File: src/hdl/twmm_pkg.sv
// Types and constants of the windowed min/max/mean unit.
package twmm_pkg;

  localparam int TIME_W     = 32;
  localparam int VAL_W      = 32;
  localparam int IN_DATA_W  = TIME_W + VAL_W;
  localparam int OUT_DATA_W = 3 * VAL_W;
  localparam int OUT_USER_W = 2;
  localparam int CFG_IDX_W  = 1;
  localparam int CFG_DATA_W = 32;

  // Bit positions in the result tuser.
  localparam int USER_ANY = 0;
  localparam int USER_OVF = 1;

  typedef enum logic [CFG_IDX_W-1:0] {
    REG_WINDOW_START = 1'b0,
    REG_WINDOW_END   = 1'b1
  } cfg_reg_t;

  typedef enum logic [11:0] {
    ST_IDLE    = 12'b0000_0000_0001,
    ST_CMP_LO  = 12'b0000_0000_0010,
    ST_CMP_HI  = 12'b0000_0000_0100,
    ST_ADD     = 12'b0000_0000_1000,
    ST_CMP_MIN = 12'b0000_0001_0000,
    ST_CMP_MAX = 12'b0000_0010_0000,
    ST_FINISH  = 12'b0000_0100_0000,
    ST_ABS     = 12'b0000_1000_0000,
    ST_PREP    = 12'b0001_0000_0000,
    ST_DIV     = 12'b0010_0000_0000,
    ST_NEG     = 12'b0100_0000_0000,
    ST_LOAD    = 12'b1000_0000_0000
  } state_t;

endpackage

File: src/hdl/time_window_min_max_mean_unit.sv
// Windowed min/max/mean over a batch of timestamped samples, one shared adder.
//
//  channel | dir | handshake                 | payload
//  s_      | in  | s_tvalid / s_tready       | s_tdata: sample_time, sample_value; s_tlast
//  m_      | out | m_tvalid / m_tready       | m_tdata: max, min, mean; m_tuser: flags
//  cfg_    | in  | cfg_wen (no back-pressure)| cfg_index, cfg_data
//
// Every step runs through one 50-bit add/subtract unit (SUM_W+1 bits), one use a cycle.
// Sample outside the window or dropped: IDLE, CMP_LO, CMP_HI and FINISH before the next
// acceptance; counted sample: also ADD, CMP_MIN and CMP_MAX. After the last sample the mean runs
// through ABS, PREP, a restoring divide (one quotient bit a cycle) and NEG before LOAD when anything
// was counted, else FINISH goes straight to LOAD.
// A finished result sits in the output register; the unit only waits when a new result
// is ready while the previous one is still stalled. Reset is synchronous on rst.
module time_window_min_max_mean_unit #(
  parameter int MAX_SAMPLES = 65536
) (
  input  logic                                clk,
  input  logic                                rst,
  input  logic                                s_tvalid,
  output logic                                s_tready,
  input  logic [twmm_pkg::IN_DATA_W-1:0]      s_tdata,   // sample_time, sample_value
  input  logic                                s_tlast,   // last_sample
  output logic                                m_tvalid,
  input  logic                                m_tready,
  output logic [twmm_pkg::OUT_DATA_W-1:0]     m_tdata,   // max_value, min_value, mean_value
  output logic [twmm_pkg::OUT_USER_W-1:0]     m_tuser,   // any_counted, overflowed
  input  logic                                cfg_wen,
  input  logic [twmm_pkg::CFG_IDX_W-1:0]      cfg_index,
  input  logic [twmm_pkg::CFG_DATA_W-1:0]     cfg_data
);
  import twmm_pkg::*;

  localparam int CNT_W  = $clog2(MAX_SAMPLES + 1);
  localparam int SUM_W  = VAL_W + CNT_W;
  localparam int ALU_W  = SUM_W + 1;
  localparam int DEN_W  = CNT_W + 1;
  localparam int STEP_W = $clog2(SUM_W + 1);
  localparam logic [CNT_W-1:0]  CNT_FULL  = CNT_W'(MAX_SAMPLES);
  localparam logic [STEP_W-1:0] STEP_LAST = STEP_W'(SUM_W - 1);

  state_t                    state;
  logic [TIME_W-1:0]         window_start;
  logic [TIME_W-1:0]         window_end;
  logic [TIME_W-1:0]         sample_time;
  logic signed [VAL_W-1:0]   sample_value;
  logic                      sample_last;
  logic                      in_lo;
  logic [CNT_W-1:0]          count;
  logic signed [SUM_W-1:0]   sum;
  logic signed [VAL_W-1:0]   run_min;
  logic signed [VAL_W-1:0]   run_max;
  logic                      ovf;
  logic                      sum_neg;
  logic [SUM_W-1:0]          num;
  logic [DEN_W-1:0]          rem;
  logic [DEN_W-1:0]          den;
  logic [STEP_W-1:0]         step;

  logic [ALU_W-1:0]          alu_a;
  logic [ALU_W-1:0]          alu_b;
  logic                      alu_sub;
  logic [ALU_W-1:0]          alu_y;
  logic                      alu_neg;

  assign s_tready = (state == ST_IDLE) && !rst;

  // Operand select for the shared add/subtract unit.
  always_comb begin
    alu_a   = '0;
    alu_b   = '0;
    alu_sub = 1'b1;
    case (state)
      ST_CMP_LO: begin
        alu_a = ALU_W'(sample_time);
        alu_b = ALU_W'(window_start);
      end
      ST_CMP_HI: begin
        alu_a = ALU_W'(window_end);
        alu_b = ALU_W'(sample_time);
      end
      ST_ADD: begin
        alu_a   = ALU_W'(sum);
        alu_b   = ALU_W'(sample_value);
        alu_sub = 1'b0;
      end
      ST_CMP_MIN: begin
        alu_a = ALU_W'(sample_value);
        alu_b = ALU_W'(run_min);
      end
      ST_CMP_MAX: begin
        alu_a = ALU_W'(run_max);
        alu_b = ALU_W'(sample_value);
      end
      ST_ABS: begin
        alu_b = ALU_W'(sum);
      end
      ST_PREP: begin
        alu_a   = {num, 1'b0};
        alu_b   = ALU_W'(count);
        alu_sub = 1'b0;
      end
      ST_DIV: begin
        alu_a = ALU_W'({rem, num[SUM_W-1]});
        alu_b = ALU_W'(den);
      end
      ST_NEG: begin
        alu_b = ALU_W'(num[VAL_W-1:0]);
      end
      default: begin
        alu_sub = 1'b1;
      end
    endcase
  end

  assign alu_y   = alu_a + (alu_b ^ {ALU_W{alu_sub}}) + ALU_W'(alu_sub);
  assign alu_neg = alu_y[ALU_W-1];

  always_ff @(posedge clk) begin
    if (rst) begin
      state        <= ST_IDLE;
      window_start <= '0;
      window_end   <= '1;
      count        <= '0;
      sum          <= '0;
      run_min      <= '0;
      run_max      <= '0;
      ovf          <= 1'b0;
      m_tvalid     <= 1'b0;
    end else begin
      if (cfg_wen) begin
        case (cfg_reg_t'(cfg_index))
          REG_WINDOW_START: window_start <= cfg_data;
          REG_WINDOW_END:   window_end   <= cfg_data;
          default: ;
        endcase
      end

      if (state == ST_LOAD && (!m_tvalid || m_tready)) begin
        m_tvalid <= 1'b1;
      end else if (m_tready) begin
        m_tvalid <= 1'b0;
      end

      case (state)
        ST_IDLE: begin
          if (s_tvalid) begin
            sample_time  <= s_tdata[TIME_W-1:0];
            sample_value <= s_tdata[IN_DATA_W-1:TIME_W];
            sample_last  <= s_tlast;
            state        <= ST_CMP_LO;
          end
        end
        ST_CMP_LO: begin
          in_lo <= !alu_neg;
          state <= ST_CMP_HI;
        end
        ST_CMP_HI: begin
          if (in_lo && !alu_neg) begin
            if (count == CNT_FULL) begin
              ovf   <= 1'b1;
              state <= ST_FINISH;
            end else begin
              state <= ST_ADD;
            end
          end else begin
            state <= ST_FINISH;
          end
        end
        ST_ADD: begin
          sum   <= alu_y[SUM_W-1:0];
          state <= ST_CMP_MIN;
        end
        ST_CMP_MIN: begin
          if (count == '0 || alu_neg) begin
            run_min <= sample_value;
          end
          state <= ST_CMP_MAX;
        end
        ST_CMP_MAX: begin
          if (count == '0 || alu_neg) begin
            run_max <= sample_value;
          end
          count <= count + CNT_W'(1);
          state <= ST_FINISH;
        end
        ST_FINISH: begin
          if (!sample_last) begin
            state <= ST_IDLE;
          end else if (count == '0) begin
            state <= ST_LOAD;
          end else begin
            state <= ST_ABS;
          end
        end
        ST_ABS: begin
          // Take the magnitude of the sum; round on it, restore the sign at the end.
          sum_neg <= sum[SUM_W-1];
          num     <= sum[SUM_W-1] ? alu_y[SUM_W-1:0] : sum;
          state   <= ST_PREP;
        end
        ST_PREP: begin
          // Divide (2*|sum| + count) by 2*count: round to nearest, ties away from zero.
          num   <= alu_y[SUM_W-1:0];
          den   <= {count, 1'b0};
          rem   <= '0;
          step  <= '0;
          state <= ST_DIV;
        end
        ST_DIV: begin
          if (!alu_neg) begin
            rem <= alu_y[DEN_W-1:0];
          end else begin
            rem <= {rem[DEN_W-2:0], num[SUM_W-1]};
          end
          num  <= {num[SUM_W-2:0], !alu_neg};
          step <= step + STEP_W'(1);
          if (step == STEP_LAST) begin
            state <= ST_NEG;
          end
        end
        ST_NEG: begin
          if (sum_neg) begin
            num <= {num[SUM_W-1:VAL_W], alu_y[VAL_W-1:0]};
          end
          state <= ST_LOAD;
        end
        ST_LOAD: begin
          // Hold until the output register is free, then clear the batch.
          if (!m_tvalid || m_tready) begin
            m_tuser[USER_ANY]  <= (count != '0);
            m_tuser[USER_OVF]  <= ovf;
            if (count != '0) begin
              m_tdata <= {num[VAL_W-1:0], run_min, run_max};
            end else begin
              m_tdata <= '0;
            end
            count   <= '0;
            sum     <= '0;
            run_min <= '0;
            run_max <= '0;
            ovf     <= 1'b0;
            state   <= ST_IDLE;
          end
        end
        default: begin
          state <= ST_IDLE;
        end
      endcase
    end
  end

endmodule

File: config.mk
export PLATFORM = sky130hd
export DESIGN_NAME = time_window_min_max_mean_unit
export DESIGN_NICKNAME = d
export VERILOG_FILES = /design/src/hdl/twmm_pkg.sv /design/src/hdl/time_window_min_max_mean_unit.sv
export SDC_FILE = /design/constraint.sdc
export NUM_CORES = 1
export LEC_CHECK = 0
export BUFFER_PORTS_ARGS = -buffer_cell sky130_fd_sc_hd__buf_4
export CAP_MARGIN = 25
export CORE_MARGIN = 5
export CORE_UTILIZATION = 40
export DETAILED_ROUTE_END_ITERATION = 7
export GPL_TIMING_DRIVEN = 0
export HOLD_SLACK_MARGIN = 0.12
export PLACE_DENSITY = 0.61
export SYNTH_ARGS = -nofsm -noshare
export SYNTH_HDL_FRONTEND = slang
export SYNTH_SLANG_ARGS = --single-unit
File: constraint.sdc
create_clock -name clk -period 11.6 [get_ports clk]
set_input_delay 0 -clock clk [delete_from_list [all_inputs] [get_ports clk]]
set_output_delay 0 -clock clk [all_outputs]
set_load 0.1 [all_outputs]
# Yosys cells after proc, flatten, opt, wreduce, memory -nomap -nowiden
# Index checks and enable logic that the tools add are counted.
dict set report op_classes {
  n_bitwise 4
  mux 31
  n_reduce_logical 36
  addsub 4
  n_eq_ne 22
}
# cell n
set ops {}
lappend ops {{$pmux 50 s8} 1}
lappend ops {{$pmux 50 s7} 1}
lappend ops {{$pmux 49 s4} 1}
lappend ops {{$pmux 12 s12} 1}
lappend ops {{$pmux 32 s2} 2}
lappend ops {{$mux 49} 2}
lappend ops {{$pmux 49 s2} 1}
lappend ops {{$mux 32} 3}
lappend ops {{$mux 12} 6}
lappend ops {{$add 50x1->50} 1}
lappend ops {{$add 50x50->50} 1}
lappend ops {{$xor 50x50->50} 1}
lappend ops {{$pmux 18 s2} 1}
lappend ops {{$pmux 17 s2} 1}
lappend ops {{$reduce_and 3->1} 7}
lappend ops {{$mux 18} 1}
lappend ops {{$add 17x1->17 const B} 1}
lappend ops {{$eq 17x17->1 const B} 1}
lappend ops {{$logic_not 17->1} 1}
lappend ops {{$mux 17} 1}
lappend ops {{$reduce_bool 17->1} 1}
lappend ops {{$reduce_and 2->1} 8}
lappend ops {{$ne 2x2->1 const B} 7}
lappend ops {{$eq 12x1->1 const B} 1}
lappend ops {{other kinds (27)} 45}
dict set report word_totals {
  in_bits 103
  word_cells 118
  ff_bits 463
  output_inout_bits 100
}

# Depth between registers and ports, before layout
dict set report depth {
  word_depth 10
  mapped_depth 26
  mapped_depth_nobuf 19
}

# Least setup slack after synthesis
# Ideal clock, no wire load.
dict set report synth_path {
  path_kind {reg-to-reg}
  from {register state[0]}
  to {register m_tdata[0] in the netlist's numbering (enable)}
  synth_period_minus_slack_ns 6.157
  n_path_buf 2
  stages_incl_launch_ff 8
  setup_ns 0.556
  slack_ns 5.443
  required_time_ns 11.044
  arrival_time_ns 5.601
  path_cell_list {dfxtp_1 buf_6 nor4_4 nand2_1 nor2_1 nand2_1 clkbuf_1 nor2_1}
}
dict set report synth_via {
  elab_chain_cells 2
}
# item line_no
set synth_lines {}
lappend synth_lines {{start: declaration} time_window_min_max_mean_unit.sv:42} ;# state_t state;
lappend synth_lines {{start signal: assignment} time_window_min_max_mean_unit.sv:121} ;# state <= ST_IDLE;
lappend synth_lines {{start signal: assignment} time_window_min_max_mean_unit.sv:151} ;# state <= ST_CMP_LO;
lappend synth_lines {{start signal: assignment} time_window_min_max_mean_unit.sv:156} ;# state <= ST_CMP_HI;
lappend synth_lines {{$eq 12x12->1} time_window_min_max_mean_unit.sv:145} ;# case (state)
lappend synth_lines {{$reduce_and 3->1 (no source line)} n/a}
lappend synth_lines {{end signal: assignment} time_window_min_max_mean_unit.sv:234} ;# m_tdata <= {num[VAL_W-1:0], run_min, run_max};
lappend synth_lines {{end: declaration} time_window_min_max_mean_unit.sv:26} ;# output logic [twmm_pkg::OUT_DATA_W-1:0] m_tdata,
# Every way passes these cells.
# A chain may end at the register's enable or synchronous reset.

# Worst setup path in the final report
dict set report layout_path {
  from {register state[11]}
  to {register run_max[30]}
}
dict set report layout_via {
  elab_chain_cells 9
  word_cells_on_any_way 24
  classes_between {add/sub (2); eq/ne (12); mux (4); bitwise (1); reduce/logical (5)}
}
# item line_no
set layout_lines {}
lappend layout_lines {{$eq 12x6->1 (tied with other cells)} {time_window_min_max_mean_unit.sv:73, time_window_min_max_mean_unit.sv:145}}
lappend layout_lines {{$reduce_or 2->1 (no source line)} n/a}
lappend layout_lines {{$pmux 50 s8 or $mux 1 (tied branches)} time_window_min_max_mean_unit.sv:73} ;# case (state)
lappend layout_lines {{$xor 50x50->50} time_window_min_max_mean_unit.sv:116} ;# assign alu_y = alu_a + (alu_b ^ {ALU_W{alu_sub}}) + ALU_W'(alu_sub);
lappend layout_lines {{$add 50x50->50} time_window_min_max_mean_unit.sv:116}
lappend layout_lines {{$add 50x1->50} time_window_min_max_mean_unit.sv:116}
lappend layout_lines {{$logic_or 1x1->1} time_window_min_max_mean_unit.sv:181} ;# if (count == '0 || alu_neg) begin
lappend layout_lines {{$ne 2x2->1 (no source line)} n/a}
lappend layout_lines {{$reduce_and 3->1 (no source line)} n/a}
lappend layout_lines {{end signal: assignment} time_window_min_max_mean_unit.sv:182} ;# run_max <= sample_value;
lappend layout_lines {{end: declaration} time_window_min_max_mean_unit.sv:52} ;# logic signed [VAL_W-1:0] run_max;
# Several ways; a longest one is shown, not always the timed one.

==> summary.txt <==
Floorplanning
  – Rows: 89
  – Die Height: roughly 260 um
  – Die extent in x: about 260 um
  – I/O pin count: 203
  – DIE AREA: 65050 um^2
  – Core area: 59240 um^2
  – Initial core utilization: 40.54%

Placed design
  – Placed cell area: between 20000 and 30000 um^2
  – Dpl hpwl: 78.57 mm
  – I/O Buffers: about 200
  – Placer Congestion: between 1 and 1.5

Synthesis
  – Yosys top cell by area: edfxtp_1
  – Primary FF master, synth: edfxtp_1
  – Yosys top cell area share: 31.88%
  – Syn Inst Count: 2457
  – Yosys warning total: 0
  – Synthesized area per cell: approximately 9.8 um^2
  – #FFs+latches synth: 463
  – Sequential share of the synthesized area: 49.22%
  – Distinct cell type count after synthesis: 90
  – Syn Std Cell Area: 24020 um^2
  – Largest cells by area after synthesis: edfxtp_1 32%, dfxtp_1 17%, nand2_1 5.2%, a21oi_1 3.8%, a222oi_1 3.4%
  – Synthesized Nets: 2613
  – Asr flop ratio synth: 0%
  – Post-synth EDFFs: 255

Power
  – Power consumption: 0.003947 W
  – VDD IR max: 0.1094 mV
  – Power Density: 130.7 nW/um^2
  – Leakage dissipation: 11.52 nW

Run
  – Max-cap viol count: 0

Layout
  – Final Cell Area: 30210 um^2
  – Final core utilization: 50.99%
  – Ant. Diodes: 0
  – Fin nets: around 3100
  – P&R area growth vs syn: 25.77%
  – Share of post-route cells with drive strength above 1: 14.01%

Critical path
  – Arrival time at the worst endpoint: 8.97 ns
  – Slowest cell on the critical path: clkbuf_1
  – Worst setup SP type: flip-flop
  – Setup crit end kind: flip-flop
  – Crit path kind: reg -> reg
  – CP max stage delay: approximately 0.87 ns
  – Worst Path Buf+Inv: 10
  – Top cell by count, worst path: clkbuf_1
  – Worst path required time: 12.14 ns
  – Largest fanout on the critical path: 10
  – Cell family with most CP delay: buffers and inverters

Drt
  – Initial drt markers: 3923
  – Antenna Nets Post-Route: 0
  – Final WL: roughly 110 mm
  – Pre-antenna DRT Iters: 8
  – Via Count: 23250
  – DRC viols: 18
  – Vias per std cell: 6.249
  – DR WL/cell: slightly below 30 um

Global routing
  – Global Route Usage Sum: approximately a third
  – Global route hottest layer: met2
  – Initial antenna violation count: 4
  – Vias in the first global route: 22600
  – Largest net degree at the start of global routing: 36
  – Met1 GRT Util: a little over two fifths
  – GR Util met3: approximately 7.6%
  – Global-route wire length before repair: 152.8 mm
  – Grt met2 use: 49.42%
  – Global route overflow: 0

Clocking
  – Sink Count: roughly 460
  – Clock root cell: clkbuf_16
  – H-tree depth: 2
  – CTS Buffer Depth: 3
  – Clock-pin slew on the worst setup and hold paths: 0.06 ns
  – CTS tree: yes
  – Clock latency on the worst-skew pair: roughly 0.62 ns
  – TritonCTS Buffers: 51

Timing
  – Unrepaired setup endpoints after global routing: no
  – Setup TNS: 0 ns
  – Fin crit period: 8.424 ns
  – Slew @ Worst Pin: 1.202 ns
  – Hold Slack: 0.1814 ns
  – Final hold viol count: 0
  – Max Slew Vio Count: 0
  – Fmax: 118.7 MHz
  – Slew headroom: around 20%
  – Worst Clk Skew: just over 0.02 ns
  – Final period util: about 73%
  – Setup violators final: 0

Hold path
  – Min-delay worst type: in -> reg

Run status
  – Outcome: complete, but fails checks
  – Failing checks: DRC
-- per-layer routing --
layer	wire [um]	up-vias
met5	0	-
met4	5331	0
met3	11450	282
met2	47690	1470
met1	43130	11440
li1	-	10060
-- synth_stat cells, types with 9 or more instances --
library cell and count:
a211o_1 34, a21o_1 29, a21oi_1 181, a221o_1 19
a222oi_1 82, a22o_1 15, a22oi_1 109, a31oi_1 16
and3_1 44, buf_1 22, buf_2 14, buf_6 10
clkbuf_1 138, dfxtp_1 208, edfxtp_1 255, ha_1 52
inv_1 25, nand2_1 335, nand2b_1 46, nand3_1 159
nand3_2 11, nand4_1 22, nor2_1 101, nor2b_1 125
nor3_1 12, nor3b_1 11, o21a_1 9, o21ai_0 95
o21ai_1 12, o21ai_2 33, o21bai_1 12, xnor2_1 42
xor2_1 54
-- power breakdown --
group	leakage, nW	internal [W]	switching [W]
sequential	4.21	0.00175	0.0000251
clock	0.794	0.000896	0.000703
combinational	6.52	0.000219	0.000357
-- state kept, by name, indices dropped and copies added (netlist names), 2 cells and up --
name,flops
count,17
m_tdata,96
sum,49
run_max,32
state,12
num,49
sample_time,32
window_start,32
window_end,32
rem,18
sample_value,32
m_tuser,2
run_min,32
step,6
den,17
-- tightest hold or removal path, cell delays in order --
cell           delay (ns)
dlygate4sd3_1        0.53
buf_4                0.11
and2_1               0.11
-- final cells by class --
| class | count | area [um^2] |
|---|---|---|
| inverter | 26 | 100.1 |
| timing repair buffer | 396 | 3583 |
| tap | 773 | 967.2 |
| clock buffer | 81 | 1511 |
| buffer | 189 | 818.3 |
| sequential | 463 | 11820 |
| clock inverter | 14 | 95.09 |
| fill | 5441 | 29040 |
| multi-input combinational | 1779 | 11310 |
-- repair_timing --
action,in CTS,in global routing
gates resized for setup,0,0
endpoints found under the hold margin,164,0
hold buffers,172,0
buffers inserted,0,0
-- per-stage QoR --
step	setup slack, ns	std cells
floorplan	5.443	2457
global placement	2.048	3431
detailed placement	3.473	3451
CTS	3.461	3718
global route	3.061	3721
finish	3.176	3721
-- placed cells by master, fill, tap and decap left out, types with 95 or more instances in the layout --
master	count
dlygate4sd3_1	172
buf_4	207
edfxtp_1	255
nor2b_1	125
a21oi_1	180
nand3_1	159
clkbuf_1	158
o21ai_0	95
a22oi_1	109
nand2_1	335
nor2_1	98
dfxtp_1	208
-- logic make-up (layout without fill, tap and decap cells) --
family          count (synthesis)  count (layout)  synth area share (%)
mux                             6               6                0.2761
fa+ha+maj                      53              53                 2.792
xor+xnor                       98              98                 3.730
buf+inv                       215             706                 3.824
simple gates                  927             927                 19.55
compound gates                695             695                 20.61
flops                         463             463                 49.22
-- path summary, 6_finish.rpt --
| kind | start | to | slack, ns | cells past startpoint |
|---|---|---|---|---|
| max | state[11] | run_max[30] | 3.18 | 25 |
| min | s_tvalid | state[1] | 0.18 | 3 |
| max reg2reg | state[11] | run_max[30] | 3.18 | 25 |
| min reg2reg | count[3] | den[4] | 0.42 | 0 |
Note: power is estimated with default switching activity, not from simulation.
